===== config.mk =====
export PLATFORM = sky130hd
export DESIGN_NAME = link_event_statistics_counters
export DESIGN_NICKNAME = d
export VERILOG_FILES = /design/src/rtl/lesc_pkg.sv /design/src/rtl/link_event_statistics_counters.sv
export VERILOG_INCLUDE_DIRS = /design/src /design/src/rtl
export SDC_FILE = /design/constraint.sdc
export NUM_CORES = 2
export LEC_CHECK = 0
export ABC_CLOCK_PERIOD_IN_PS = 7100
export BUFFER_PORTS_ARGS = -buffer_cell sky130_fd_sc_hd__buf_2
export CORE_MARGIN = 2
export CORE_UTILIZATION = 40
export CTS_BUF_LIST = sky130_fd_sc_hd__clkbuf_8
export CTS_CLUSTER_SIZE = 14
export DETAILED_ROUTE_END_ITERATION = 10
export PLACE_DENSITY_LB_ADDON = 0.08
export SETUP_SLACK_MARGIN = 0.15
export SYNTH_ARGS = -nofsm -noshare
export SYNTH_HDL_FRONTEND = slang
export SYNTH_SLANG_ARGS = --single-unit

===== constraint.sdc =====
create_clock -name clk_i -period 7.1 [get_ports clk_i]
set_clock_uncertainty 0.15 [all_clocks]
set_input_delay 2.13 -clock clk_i [delete_from_list [all_inputs] [get_ports clk_i]]
set_output_delay 2.13 -clock clk_i [all_outputs]
set_load 0.03 [all_outputs]

===== src/rtl/link_event_statistics_counters_macros.svh =====
// assertion macros for the link event statistics block
`ifndef LINK_EVENT_STATISTICS_COUNTERS_MACROS_SVH
`define LINK_EVENT_STATISTICS_COUNTERS_MACROS_SVH

// same-cycle implication, disabled in reset
`define LESC_ASSERT_NOW(lbl, clk, rst_n, ante, cons) \
  lbl: assert property (@(posedge clk) disable iff (!rst_n) (ante) |-> (cons)) \
    else $error("lesc assertion failed");

// next-cycle implication, disabled in reset
`define LESC_ASSERT_NEXT(lbl, clk, rst_n, ante, cons) \
  lbl: assert property (@(posedge clk) disable iff (!rst_n) (ante) |=> (cons)) \
    else $error("lesc assertion failed");

`endif


===== src/rtl/lesc_pkg.sv =====
package lesc_pkg;

  localparam int unsigned LIMIT_WIDTH = 20;
  localparam logic [LIMIT_WIDTH-1:0] LIMIT_RESET = 20'd500000;

  localparam int unsigned OP_WIDTH    = 3;
  localparam int unsigned IFACE_WIDTH = 8;
  localparam int unsigned FIELD_WIDTH = 16;
  localparam int unsigned TIME_WIDTH  = 64;
  localparam int unsigned INDEX_WIDTH = 5;
  localparam int unsigned DATA_WIDTH  = 64;

  typedef enum logic [OP_WIDTH-1:0] {
    OP_INTERRUPT = 3'd0,
    OP_OUTPUT    = 3'd1,
    OP_DROP      = 3'd2,
    OP_RESTART   = 3'd3,
    OP_STOP      = 3'd4,
    OP_READ      = 3'd5
  } op_e;

  // counter numbering for reads
  localparam logic [INDEX_WIDTH-1:0] CNT_START_TIME     = 5'd0;
  localparam logic [INDEX_WIDTH-1:0] CNT_STOP_TIME      = 5'd1;
  localparam logic [INDEX_WIDTH-1:0] CNT_INT_COUNT      = 5'd2;
  localparam logic [INDEX_WIDTH-1:0] CNT_INT_KICK_COUNT = 5'd3;
  localparam logic [INDEX_WIDTH-1:0] CNT_RX_MIN         = 5'd4;
  localparam logic [INDEX_WIDTH-1:0] CNT_RX_SUM         = 5'd5;
  localparam logic [INDEX_WIDTH-1:0] CNT_RX_MAX         = 5'd6;
  localparam logic [INDEX_WIDTH-1:0] CNT_INT_FREED_MIN  = 5'd7;
  localparam logic [INDEX_WIDTH-1:0] CNT_INT_FREED_SUM  = 5'd8;
  localparam logic [INDEX_WIDTH-1:0] CNT_INT_FREED_MAX  = 5'd9;
  localparam logic [INDEX_WIDTH-1:0] CNT_OUT_COUNT      = 5'd10;
  localparam logic [INDEX_WIDTH-1:0] CNT_OUT_KICK_COUNT = 5'd11;
  localparam logic [INDEX_WIDTH-1:0] CNT_DROP_COUNT     = 5'd12;
  localparam logic [INDEX_WIDTH-1:0] CNT_OUT_FREED_MIN  = 5'd13;
  localparam logic [INDEX_WIDTH-1:0] CNT_OUT_FREED_SUM  = 5'd14;
  localparam logic [INDEX_WIDTH-1:0] CNT_OUT_FREED_MAX  = 5'd15;
  localparam logic [INDEX_WIDTH-1:0] CNT_OUT_BYTES      = 5'd16;
  localparam logic [INDEX_WIDTH-1:0] CNT_DROP_BYTES     = 5'd17;

  // one input request as held in the input register
  typedef struct packed {
    logic [OP_WIDTH-1:0]    operation;
    logic [IFACE_WIDTH-1:0] interface_req;
    logic [FIELD_WIDTH-1:0] rx_taken;
    logic [FIELD_WIDTH-1:0] tx_released;
    logic [FIELD_WIDTH-1:0] tx_len;
    logic                   kicked;
    logic [TIME_WIDTH-1:0]  timestamp;
    logic [INDEX_WIDTH-1:0] counter_index;
  } item_t;

endpackage


===== src/rtl/link_event_statistics_counters.sv =====
// channel | direction | handshake                 | payload
// in      | input     | in_valid_i / in_stall_o   | operation .. counter_index
// out     | output    | out_valid_o / out_stall_i | read_data .. counted
// cfg     | input     | cfg_valid_i / cfg_ready_o | cfg_data_i (interrupt limit)
//
// one request per cycle sustained while out_stall_i stays low
// latency is set by the input register and the result register around the update logic
// collection state changes only as a request moves from the input to the result register
// reset clears all counters, running_q and ready_q, and loads the default interrupt limit
// a stalled result keeps one more request in the input register before in_stall_o rises

`include "link_event_statistics_counters_macros.svh"

module link_event_statistics_counters
  import lesc_pkg::*;
#(
  parameter int unsigned SAMPLE_WIDTH = 16,
  parameter int unsigned COUNT_WIDTH  = 32
) (
  input  logic                   clk_i,
  input  logic                   rst_ni,
  // input requests
  input  logic                   in_valid_i,
  output logic                   in_stall_o,
  input  logic [OP_WIDTH-1:0]    operation_i,
  input  logic [IFACE_WIDTH-1:0] interface_req_i,
  input  logic [FIELD_WIDTH-1:0] rx_taken_i,
  input  logic [FIELD_WIDTH-1:0] tx_released_i,
  input  logic [FIELD_WIDTH-1:0] tx_len_i,
  input  logic                   kicked_i,
  input  logic [TIME_WIDTH-1:0]  timestamp_i,
  input  logic [INDEX_WIDTH-1:0] counter_index_i,
  // results
  output logic                   out_valid_o,
  input  logic                   out_stall_i,
  output logic [DATA_WIDTH-1:0]  read_data_o,
  output logic                   collecting_o,
  output logic                   results_ready_o,
  output logic                   counted_o,
  // limit register write
  input  logic                   cfg_valid_i,
  output logic                   cfg_ready_o,
  input  logic [LIMIT_WIDTH-1:0] cfg_data_i
);

  // sums and byte totals are capped at 64 bits
  localparam int unsigned SUM_WIDTH =
    (SAMPLE_WIDTH + COUNT_WIDTH > 64) ? 64 : SAMPLE_WIDTH + COUNT_WIDTH;

  typedef logic [SAMPLE_WIDTH-1:0] smp_t;
  typedef logic [COUNT_WIDTH-1:0]  cnt_t;
  typedef logic [SUM_WIDTH-1:0]    sum_t;

  // saturating increment of a count
  function automatic cnt_t cnt_inc(input cnt_t a);
    cnt_inc = (a == '1) ? a : a + COUNT_WIDTH'(1);
  endfunction

  // saturating add into a sum
  function automatic sum_t sum_add(input sum_t a, input sum_t x);
    logic [SUM_WIDTH:0] t;
    t = {1'b0, a} + {1'b0, x};
    sum_add = t[SUM_WIDTH] ? '1 : t[SUM_WIDTH-1:0];
  endfunction

  // handshake and pipeline control
  item_t item_q;
  logic  s1_valid_q, s1_valid_d;
  logic  out_valid_q, out_valid_d;
  logic  s1_take, s2_ready, s2_fire;

  // configuration
  logic [LIMIT_WIDTH-1:0] limit_q, limit_d;

  // collection state
  logic                   running_q, running_d;
  logic                   ready_q, ready_d;
  logic [IFACE_WIDTH-1:0] watched_q, watched_d;
  logic [TIME_WIDTH-1:0]  start_time_q, start_time_d;
  logic [TIME_WIDTH-1:0]  stop_time_q, stop_time_d;
  cnt_t int_cnt_q, int_cnt_d;
  cnt_t int_kick_q, int_kick_d;
  smp_t rx_min_q, rx_min_d;
  sum_t rx_sum_q, rx_sum_d;
  smp_t rx_max_q, rx_max_d;
  smp_t if_min_q, if_min_d;
  sum_t if_sum_q, if_sum_d;
  smp_t if_max_q, if_max_d;
  cnt_t out_cnt_q, out_cnt_d;
  cnt_t out_kick_q, out_kick_d;
  cnt_t drop_cnt_q, drop_cnt_d;
  smp_t of_min_q, of_min_d;
  sum_t of_sum_q, of_sum_d;
  smp_t of_max_q, of_max_d;
  sum_t out_bytes_q, out_bytes_d;
  sum_t drop_bytes_q, drop_bytes_d;

  // result register
  logic [DATA_WIDTH-1:0] read_data_q, read_data_d;
  logic                  collecting_q, results_ready_q;
  logic                  counted_q, counted_d;

  // request decode
  op_e  op;
  logic hit;
  logic first;
  smp_t rx_s, freed_s;
  sum_t len_s;

  // input register fills whenever it is empty or drains this cycle
  assign s2_ready   = !out_valid_q || !out_stall_i;
  assign s2_fire    = s1_valid_q && s2_ready;
  assign in_stall_o = s1_valid_q && !s2_ready;
  assign s1_take    = in_valid_i && !in_stall_o;

  assign cfg_ready_o = 1'b1;

  always_comb begin
    s1_valid_d = s1_valid_q;
    if (s1_take) begin
      s1_valid_d = 1'b1;
    end else if (s2_fire) begin
      s1_valid_d = 1'b0;
    end
    out_valid_d = out_valid_q;
    if (s2_fire) begin
      out_valid_d = 1'b1;
    end else if (!out_stall_i) begin
      out_valid_d = 1'b0;
    end
    limit_d = limit_q;
    if (cfg_valid_i) begin
      limit_d = cfg_data_i;
    end
  end

  assign op      = op_e'(item_q.operation);
  assign hit     = running_q && (item_q.interface_req == watched_q);
  assign rx_s    = SAMPLE_WIDTH'(item_q.rx_taken);
  assign freed_s = SAMPLE_WIDTH'(item_q.tx_released);
  assign len_s   = SUM_WIDTH'(item_q.tx_len);

  // state update for the request in the input register
  always_comb begin
    running_d    = running_q;
    ready_d      = ready_q;
    watched_d    = watched_q;
    start_time_d = start_time_q;
    stop_time_d  = stop_time_q;
    int_cnt_d    = int_cnt_q;
    int_kick_d   = int_kick_q;
    rx_min_d     = rx_min_q;
    rx_sum_d     = rx_sum_q;
    rx_max_d     = rx_max_q;
    if_min_d     = if_min_q;
    if_sum_d     = if_sum_q;
    if_max_d     = if_max_q;
    out_cnt_d    = out_cnt_q;
    out_kick_d   = out_kick_q;
    drop_cnt_d   = drop_cnt_q;
    of_min_d     = of_min_q;
    of_sum_d     = of_sum_q;
    of_max_d     = of_max_q;
    out_bytes_d  = out_bytes_q;
    drop_bytes_d = drop_bytes_q;
    read_data_d  = '0;
    counted_d    = 1'b0;
    first        = 1'b0;

    unique case (op)
      OP_INTERRUPT: begin
        if (hit) begin
          first     = (int_cnt_q == '0);
          int_cnt_d = cnt_inc(int_cnt_q);
          if (item_q.kicked) begin
            int_kick_d = cnt_inc(int_kick_q);
          end
          rx_min_d  = (first || rx_s < rx_min_q) ? rx_s : rx_min_q;
          rx_max_d  = (first || rx_s > rx_max_q) ? rx_s : rx_max_q;
          rx_sum_d  = sum_add(rx_sum_q, SUM_WIDTH'(rx_s));
          if_min_d  = (first || freed_s < if_min_q) ? freed_s : if_min_q;
          if_max_d  = (first || freed_s > if_max_q) ? freed_s : if_max_q;
          if_sum_d  = sum_add(if_sum_q, SUM_WIDTH'(freed_s));
          counted_d = 1'b1;
          // limit reached: collection ends here
          if (int_cnt_d >= COUNT_WIDTH'(limit_q)) begin
            stop_time_d = item_q.timestamp;
            running_d   = 1'b0;
            ready_d     = 1'b1;
          end
        end
      end
      OP_OUTPUT: begin
        if (hit) begin
          first     = (out_cnt_q == '0);
          out_cnt_d = cnt_inc(out_cnt_q);
          if (item_q.kicked) begin
            out_kick_d = cnt_inc(out_kick_q);
          end
          of_min_d    = (first || freed_s < of_min_q) ? freed_s : of_min_q;
          of_max_d    = (first || freed_s > of_max_q) ? freed_s : of_max_q;
          of_sum_d    = sum_add(of_sum_q, SUM_WIDTH'(freed_s));
          out_bytes_d = sum_add(out_bytes_q, len_s);
          counted_d   = 1'b1;
        end
      end
      OP_DROP: begin
        if (hit) begin
          drop_cnt_d   = cnt_inc(drop_cnt_q);
          drop_bytes_d = sum_add(drop_bytes_q, len_s);
          counted_d    = 1'b1;
        end
      end
      OP_RESTART: begin
        // fresh collection; ready flag and stop time stay as they are
        start_time_d = item_q.timestamp;
        watched_d    = item_q.interface_req;
        running_d    = 1'b1;
        int_cnt_d    = '0;
        int_kick_d   = '0;
        rx_min_d     = '0;
        rx_sum_d     = '0;
        rx_max_d     = '0;
        if_min_d     = '0;
        if_sum_d     = '0;
        if_max_d     = '0;
        out_cnt_d    = '0;
        out_kick_d   = '0;
        drop_cnt_d   = '0;
        of_min_d     = '0;
        of_sum_d     = '0;
        of_max_d     = '0;
        out_bytes_d  = '0;
        drop_bytes_d = '0;
      end
      OP_STOP: begin
        // stop while stopped latches nothing
        if (running_q) begin
          stop_time_d = item_q.timestamp;
          running_d   = 1'b0;
          ready_d     = 1'b1;
        end
      end
      OP_READ: begin
        unique case (item_q.counter_index)
          CNT_START_TIME:     read_data_d = start_time_q;
          CNT_STOP_TIME:      read_data_d = stop_time_q;
          CNT_INT_COUNT:      read_data_d = DATA_WIDTH'(int_cnt_q);
          CNT_INT_KICK_COUNT: read_data_d = DATA_WIDTH'(int_kick_q);
          CNT_RX_MIN:         read_data_d = DATA_WIDTH'(rx_min_q);
          CNT_RX_SUM:         read_data_d = DATA_WIDTH'(rx_sum_q);
          CNT_RX_MAX:         read_data_d = DATA_WIDTH'(rx_max_q);
          CNT_INT_FREED_MIN:  read_data_d = DATA_WIDTH'(if_min_q);
          CNT_INT_FREED_SUM:  read_data_d = DATA_WIDTH'(if_sum_q);
          CNT_INT_FREED_MAX:  read_data_d = DATA_WIDTH'(if_max_q);
          CNT_OUT_COUNT:      read_data_d = DATA_WIDTH'(out_cnt_q);
          CNT_OUT_KICK_COUNT: read_data_d = DATA_WIDTH'(out_kick_q);
          CNT_DROP_COUNT:     read_data_d = DATA_WIDTH'(drop_cnt_q);
          CNT_OUT_FREED_MIN:  read_data_d = DATA_WIDTH'(of_min_q);
          CNT_OUT_FREED_SUM:  read_data_d = DATA_WIDTH'(of_sum_q);
          CNT_OUT_FREED_MAX:  read_data_d = DATA_WIDTH'(of_max_q);
          CNT_OUT_BYTES:      read_data_d = DATA_WIDTH'(out_bytes_q);
          CNT_DROP_BYTES:     read_data_d = DATA_WIDTH'(drop_bytes_q);
          default:            read_data_d = '0;
        endcase
      end
      // unused codes leave everything alone
      default: ;
    endcase
  end

  // control state and counters
  always_ff @(posedge clk_i or negedge rst_ni) begin
    if (!rst_ni) begin
      s1_valid_q   <= 1'b0;
      out_valid_q  <= 1'b0;
      limit_q      <= LIMIT_RESET;
      running_q    <= 1'b0;
      ready_q      <= 1'b0;
      watched_q    <= '0;
      start_time_q <= '0;
      stop_time_q  <= '0;
      int_cnt_q    <= '0;
      int_kick_q   <= '0;
      rx_min_q     <= '0;
      rx_sum_q     <= '0;
      rx_max_q     <= '0;
      if_min_q     <= '0;
      if_sum_q     <= '0;
      if_max_q     <= '0;
      out_cnt_q    <= '0;
      out_kick_q   <= '0;
      drop_cnt_q   <= '0;
      of_min_q     <= '0;
      of_sum_q     <= '0;
      of_max_q     <= '0;
      out_bytes_q  <= '0;
      drop_bytes_q <= '0;
    end else begin
      s1_valid_q  <= s1_valid_d;
      out_valid_q <= out_valid_d;
      limit_q     <= limit_d;
      if (s2_fire) begin
        running_q    <= running_d;
        ready_q      <= ready_d;
        watched_q    <= watched_d;
        start_time_q <= start_time_d;
        stop_time_q  <= stop_time_d;
        int_cnt_q    <= int_cnt_d;
        int_kick_q   <= int_kick_d;
        rx_min_q     <= rx_min_d;
        rx_sum_q     <= rx_sum_d;
        rx_max_q     <= rx_max_d;
        if_min_q     <= if_min_d;
        if_sum_q     <= if_sum_d;
        if_max_q     <= if_max_d;
        out_cnt_q    <= out_cnt_d;
        out_kick_q   <= out_kick_d;
        drop_cnt_q   <= drop_cnt_d;
        of_min_q     <= of_min_d;
        of_sum_q     <= of_sum_d;
        of_max_q     <= of_max_d;
        out_bytes_q  <= out_bytes_d;
        drop_bytes_q <= drop_bytes_d;
      end
    end
  end

  // payload registers, no reset needed
  always_ff @(posedge clk_i) begin
    if (s1_take) begin
      item_q.operation     <= operation_i;
      item_q.interface_req <= interface_req_i;
      item_q.rx_taken      <= rx_taken_i;
      item_q.tx_released   <= tx_released_i;
      item_q.tx_len        <= tx_len_i;
      item_q.kicked        <= kicked_i;
      item_q.timestamp     <= timestamp_i;
      item_q.counter_index <= counter_index_i;
    end
    if (s2_fire) begin
      read_data_q     <= read_data_d;
      collecting_q    <= running_d;
      results_ready_q <= ready_d;
      counted_q       <= counted_d;
    end
  end

  assign out_valid_o     = out_valid_q;
  assign read_data_o     = read_data_q;
  assign collecting_o    = collecting_q;
  assign results_ready_o = results_ready_q;
  assign counted_o       = counted_q;

  // a counted event never carries read data
  `LESC_ASSERT_NOW(a_counted_no_data, clk_i, rst_ni, out_valid_o && counted_o, read_data_o == '0)
  // an accepted stop while running ends collection with results
  `LESC_ASSERT_NEXT(a_stop_halts, clk_i, rst_ni, s2_fire && op == OP_STOP && running_q, ready_q && !running_q)
  // a restart starts collection from cleared counts
  `LESC_ASSERT_NEXT(a_restart_clears, clk_i, rst_ni, s2_fire && op == OP_RESTART, running_q && int_cnt_q == '0 && out_cnt_q == '0 && drop_cnt_q == '0)

endmodule

======== After elaboration in Yosys (flattened, before gate mapping) ========
Cells that the tools add are included.
storage, ports and cells
  logic and storage cells ................. 206
  bits in registers ....................... 852
cells by class
  muxes and demuxes ....................... 67
  reductions and logical operators ........ 40
  add/subtract/negate cells ............... 10
  eq/ne operators ......................... 46
  order comparisons ....................... 7
operator list
  kind                                                                    count
  64-bit case mux with 18 select lines                                    1
  48-bit two-way mux                                                      10
  48-bit case mux with 2 select lines                                     5
  32-bit two-way mux                                                      12
  32-bit case mux with 2 select lines                                     5
  48-bit by 16-bit adder with 49-bit output                               5
  16-bit two-way mux                                                      12
  64-bit two-way mux                                                      3
  16-bit case mux with 2 select lines                                     6
  32-bit by 1-bit adder with 32-bit output (second input constant)        5
  32-bit equality test (second input constant)                            5
  64-bit case mux with 2 select lines                                     1
  32-bit zero test                                                        2
  16-bit > comparator                                                     3
  16-bit less-than comparator                                             3
  5-bit by 4-bit equality test with 1-bit output (second input constant)  8
  2-bit != test (second input constant)                                   17
  32-bit by 20-bit >= comparator with 1-bit output                        1
  4-bit AND reduction                                                     8
  5-bit by 3-bit equality test with 1-bit output (second input constant)  4
  5-bit AND reduction                                                     3
  5-bit by 2-bit equality test with 1-bit output (second input constant)  2
  5-bit equality test (second input constant)                             2
  1-bit two-way mux                                                       10
  other kinds (17)                                                        37

======== Depth between registers and ports, before layout ========
  word-level depth ........................ 7
  mapped depth ............................ 20
  mapped depth without buffers ............ 17

======== Worst setup path after synthesis ========
OpenSTA, ideal clock, no wires.
  path kind ............................... input to register
  start point ............................. in out_stall_i
  end point ............................... reg item_q, in the netlist freed_s[0] (enable)
  library setup time ...................... 0.504 ns
  data arrival time ....................... 5.220 ns
  stages .................................. 2
  required time ........................... 6.446 ns
  path slack .............................. 1.227 ns
  path through ............................ nand3_1 -> and2_1
on the way
  longest elaborated chain between the ends .. 6
ends and longest elaborated chain
  element            RTL line                               text
  from (decl)        link_event_statistics_counters.sv:35   input logic out_stall_i,
  1-bit zero test    --
  1-bit logical OR   link_event_statistics_counters.sv:111  assign s2_ready = !out_valid_q || !out_stall_i;
  1-bit zero test    link_event_statistics_counters.sv:113  assign in_stall_o = s1_valid_q && !s2_ready;
  1-bit logical AND  link_event_statistics_counters.sv:113
  1-bit zero test    link_event_statistics_counters.sv:114  assign s1_take = in_valid_i && !in_stall_o;
  1-bit logical AND  link_event_statistics_counters.sv:114
  named net s1_take  link_event_statistics_counters.sv:70   logic s1_take, s2_ready, s2_fire;
  to (decl)          link_event_statistics_counters.sv:67   item_t item_q;
The timed path passes the listed nets, and every way through them passes these cells.
A chain may end at the register's enable or synchronous reset.

======== Worst setup path after layout ========
  start point ............................. reg int_cnt_q[0]
  end point ............................... reg stop_time_q[23]
on the way
  longest elaborated chain between the ends .. 5
  elaborated cells between the ends (all ways) .. 6
ends and longest elaborated chain
  element                                                                                  RTL line                               text
  from (decl)                                                                              link_event_statistics_counters.sv:81   cnt_t int_cnt_q, int_cnt_d;
  from (signal assigned)                                                                   link_event_statistics_counters.sv:309  int_cnt_q <= int_cnt_d;
  32-bit by 1-bit adder with 32-bit output / 32-bit equality test (equally long branches)  link_event_statistics_counters.sv:56   cnt_inc = (a == '1) ? a : a + COUNT_WIDTH'(1);
  32-bit two-way mux *                                                                     link_event_statistics_counters.sv:56
  32-bit by 20-bit >= comparator with 1-bit output *                                       link_event_statistics_counters.sv:186  if (int_cnt_d >= COUNT_WIDTH'(limit_q)) begin
  2-bit != test (no source line) *                                                         --
  5-bit AND reduction (no source line) *                                                   --
  to (signal assigned)                                                                     link_event_statistics_counters.sv:308  stop_time_q <= stop_time_d;
  to (decl)                                                                                link_event_statistics_counters.sv:80   logic [TIME_WIDTH-1:0] stop_time_q, stop_time_d;
Every way passes the cells marked *; elsewhere a longest branch is shown, timed or not.

==> impl_metrics.env <==
export IMPL_status="finished clean"
export IMPL_synth_compound_area_frac=0.1817
export IMPL_syn2layout_area_growth_pct=12.79
export IMPL_drt_initial_drc_count=4648
export IMPL_slowest_delay_ns=0.56
export IMPL_syn_area_per_cell_um2=9.790
export IMPL_ctsResizeCount=0
export IMPL_final_common_cell="nand2_1"
export IMPL_start_util=0.4028
export IMPL_gp_congestion=0.9295
export IMPL_worstReg2RegStart="int_cnt_q[0]$_DFFE_PN0P_"
export IMPL_syn_nets=5134
export IMPL_slew_headroom=0.1284
export IMPL_period_share=0.7624
export IMPL_grt_use_total=0.2934
export IMPL_synthMuxAreaShare=0.04082
export IMPL_setup_viol=0
export IMPL_criticalPathCategory="register to register"
export IMPL_p_leak_nw=23.07
export IMPL_crit_path_start_kind="register"
export IMPL_crit_path_top_delay_cell="o31ai_4"
export IMPL_die_width_um=345.9
export IMPL_synth_simple_gate_area_share=0.1685
export IMPL_cp_max_fo=37
export IMPL_powerDensity_nw_per_um2=259.2
export IMPL_io_pins=224
export IMPL_root_buffer="clkbuf_8"
export IMPL_crit_chain="ha_1 -> and2_1 -> nand4_4 -> o31ai_4 -> nor2_1 -> and3_1 -> xor2_1 -> ha_1 -> a21o_1 -> o21a_1 -> o21a_1 -> a21oi_1 -> a21oi_1 -> nor4_2 -> and4_4 -> o22ai_4 -> buf_4 -> mux2_4"
export IMPL_grt_pass1_vias=37900
export IMPL_dpl_cell_area_um2=49490
export IMPL_clk_pin_slew_ns=0.06
export IMPL_min_delay_start="item_q[5]$_DFFE_PP_"
export IMPL_slew_viol_final=0
export IMPL_drc=0
export IMPL_hpwlAfterDp_um=126400
export IMPL_synthesis_area_um2=46750
export IMPL_yosys_warnings=0
export IMPL_dr_pass1_iters=10
export IMPL_vdd_ir_drop_max_mv=0.1616
export IMPL_yosys_most_used_dff="dfrtp_1"
export IMPL_viasPerCell=5.994
export IMPL_rrSetupSlack_ns=1.69
export IMPL_holdBufCountCts=0
export IMPL_cts_tree="done"
export IMPL_tightest_slew_ns=1.307
export IMPL_setup_worst_path_start="int_cnt_q[0]$_DFFE_PN0P_"
export IMPL_antenna_found_initial=7
export IMPL_end_kind="register"
export IMPL_fin_nets=5338
export IMPL_wl_um=178500
export IMPL_maxCapViolCount=0
export IMPL_yosys_register_bits=852
export IMPL_cts_buffer_depth=3
export IMPL_num_vias=39850
export IMPL_rsz0062_at_grt="false"
export IMPL_die_y_um=345.9
export IMPL_synthAdderAreaFrac=0.05567
export IMPL_wl_per_cell_um=26.86
export IMPL_crit_end="stop_time_q[23]$_DFFE_PN0P_"
export IMPL_synthArstFlopShare=0.7700
export IMPL_syn_inst=4775
export IMPL_grt_max_degree=139
export IMPL_crit_arrival_ns=5.99
export IMPL_core_um2=116000
export IMPL_cts_buffers_inserted=160
export IMPL_grt_pass1_wl_um=261500
export IMPL_hold_viol_final=0
export IMPL_drive_gt1_frac=0.1464
export IMPL_dp_cells=6341
export IMPL_htree_levels=4
export IMPL_fmax_mhz=184.7
export IMPL_r2r_end="stop_time_q[23]$_DFFE_PN0P_"
export IMPL_reg2reg_depth=18
export IMPL_clock_latency_ns=0.90
export IMPL_synth_top_family_by_area="compound AO/OA/AOI/OAI gates"
export IMPL_hold_path_class="register to register"
export IMPL_min_period_ns=5.413
export IMPL_clock_sinks=852
export IMPL_layout_cells_non_filler=6648
export IMPL_synth_edf_count=196
export IMPL_final_cell_mix="nand2_1, dfrtp_1, o21ai_0, nor2_1, inv_1"
export IMPL_worstPathRequired_ns=7.68
export IMPL_synthDistinctLibCells=103
export IMPL_postCtsSetupBuffers=0
export IMPL_die_area_um2=119600
export IMPL_ys_seq_area_frac=0.4772
export IMPL_portBuffers=222
export IMPL_power_total_mw=13.67
export IMPL_rows=125
export IMPL_tns_ns=0
export IMPL_worst_hold_slack_ns=0.3186
export IMPL_overflow=0
export IMPL_detail_route_antenna_nets=0
export IMPL_synthXorXnorAreaFrac=0.03669
export IMPL_final_area_um2=52730
[layout make-up]
type                    instances  area [µm²]
clock buffers                 186        2560
fillers                     11250       63320
clock inverters               114       656.9
repair buffers                295        1769
well taps                    1524        1907
multi-input cells            3477       22780
diodes                          7       17.52
inverters                     193       726.9
flip-flops and latches        852       22310
[metal layers]
metal,GRT usage,vias up,wire length [µm]
li1,-,17990,-
met1,0.4104,19780,78610
met2,0.4430,1710,78140
met3,0.05002,370,12610
met4,0.1363,2,9157
met5,0,-,15
[cell usage after synthesis, types with 22 or more instances]
| cell type | count | area (µm²) |
|---|---|---|
| nor3_1 | 82 | 410.4 |
| xnor2_1 | 79 | 691.9 |
| and4_1 | 43 | 376.6 |
| buf_2 | 25 | 125.1 |
| a211oi_1 | 27 | 202.7 |
| a22o_1 | 35 | 306.5 |
| clkbuf_1 | 199 | 747.0 |
| nand4_1 | 83 | 519.3 |
| nor2b_1 | 28 | 175.2 |
| nor4_1 | 26 | 162.7 |
| inv_1 | 192 | 720.7 |
| nand2b_1 | 23 | 143.9 |
| a31oi_1 | 122 | 763.2 |
| o31ai_1 | 25 | 187.7 |
| dfrtp_1 | 649 | 16240 |
| edfxtp_1 | 196 | 5886 |
| mux2_4 | 49 | 735.7 |
| o21a_1 | 34 | 255.2 |
| xor2_1 | 115 | 1007 |
| nand2_1 | 659 | 2474 |
| a221oi_1 | 36 | 315.3 |
| a21oi_1 | 222 | 1111 |
| ha_1 | 200 | 2502 |
| mux2_2 | 81 | 912.1 |
| or3_1 | 33 | 206.5 |
| a21o_1 | 75 | 563.0 |
| o2bb2ai_1 | 22 | 192.7 |
| mux2i_1 | 26 | 260.3 |
| o21ai_0 | 350 | 1752 |
| a222oi_1 | 64 | 640.6 |
| a22oi_1 | 120 | 900.9 |
| and2_1 | 50 | 312.8 |
| nand3_1 | 152 | 760.7 |
| nor2_1 | 301 | 1130 |
| and3_1 | 91 | 569.3 |
[sequential cells by signal (all words and copies together) (netlist names), 20 cells and up]
signal and flops:
out_kick_q 32, item_q 94, read_data_o 64, of_sum_q 48
drop_cnt_q 32, rx_sum_q 48, drop_bytes_q 48, int_kick_q 32
out_bytes_q 48, if_sum_q 48, int_cnt_q 32, stop_time_q 64
limit_q 20, start_time_q 64, out_cnt_q 32
[how the worst min path moves through the flow]
| stage | end | slack, ns | cells after the start |
|---|---|---|---|
| finish | start_time_q[0]$_DFFE_PN0P_ | 0.32 | 2 |
| global route | ready_q$_DFFE_PN0P_ | 0.33 | 1 |
| CTS | start_time_q[0]$_DFFE_PN0P_ | 0.32 | 2 |
| detailed placement | start_time_q[0]$_DFFE_PN0P_ | 0.30 | 2 |
| global placement | start_time_q[0]$_DFFE_PN0P_ | 0.30 | 2 |
| floorplan | ready_q$_DFFE_PN0P_ | 0.28 | 1 |
[critical path: cells and delay by family, from the launching register on]
family	cells	cell delay, ns
DFF	1	0.54
and+or+nand+nor	6	1.59
muxes	1	0.41
buffers and inverters	1	0.41
adders and majority gates	2	0.52
xor gates and xnor gates	1	0.15
AOI/OAI and AO/OA	7	1.42
[cell families after synthesis]
family,Yosys count
DFF,852
and+or+nand+nor,1638
other,1
buffers and inverters,446
AOI/OAI and AO/OA,1282
xor gates and xnor gates,195
muxes,156
adders and majority gates,205
[per-stage QoR]
stage          setup slack (ns)  utilization
6_report                  1.687       0.4543
5_1_grt                   1.444       0.4543
3_5_place_dp              1.503       0.4265
4_1_cts                   1.708       0.4542
2_1_floorplan             1.227            -
3_3_place_gp              1.566       0.4265
[where the power goes]
group,switching (mW),total (mW),internal (mW),leakage [nW]
clock,2.30,4.86,2.55,1.89
sequential,0.724,6.37,5.65,10.6
combinational,1.37,2.44,1.07,10.6
total,4.40,13.7,9.27,23.1
Power figures use the tool's default switching activity.
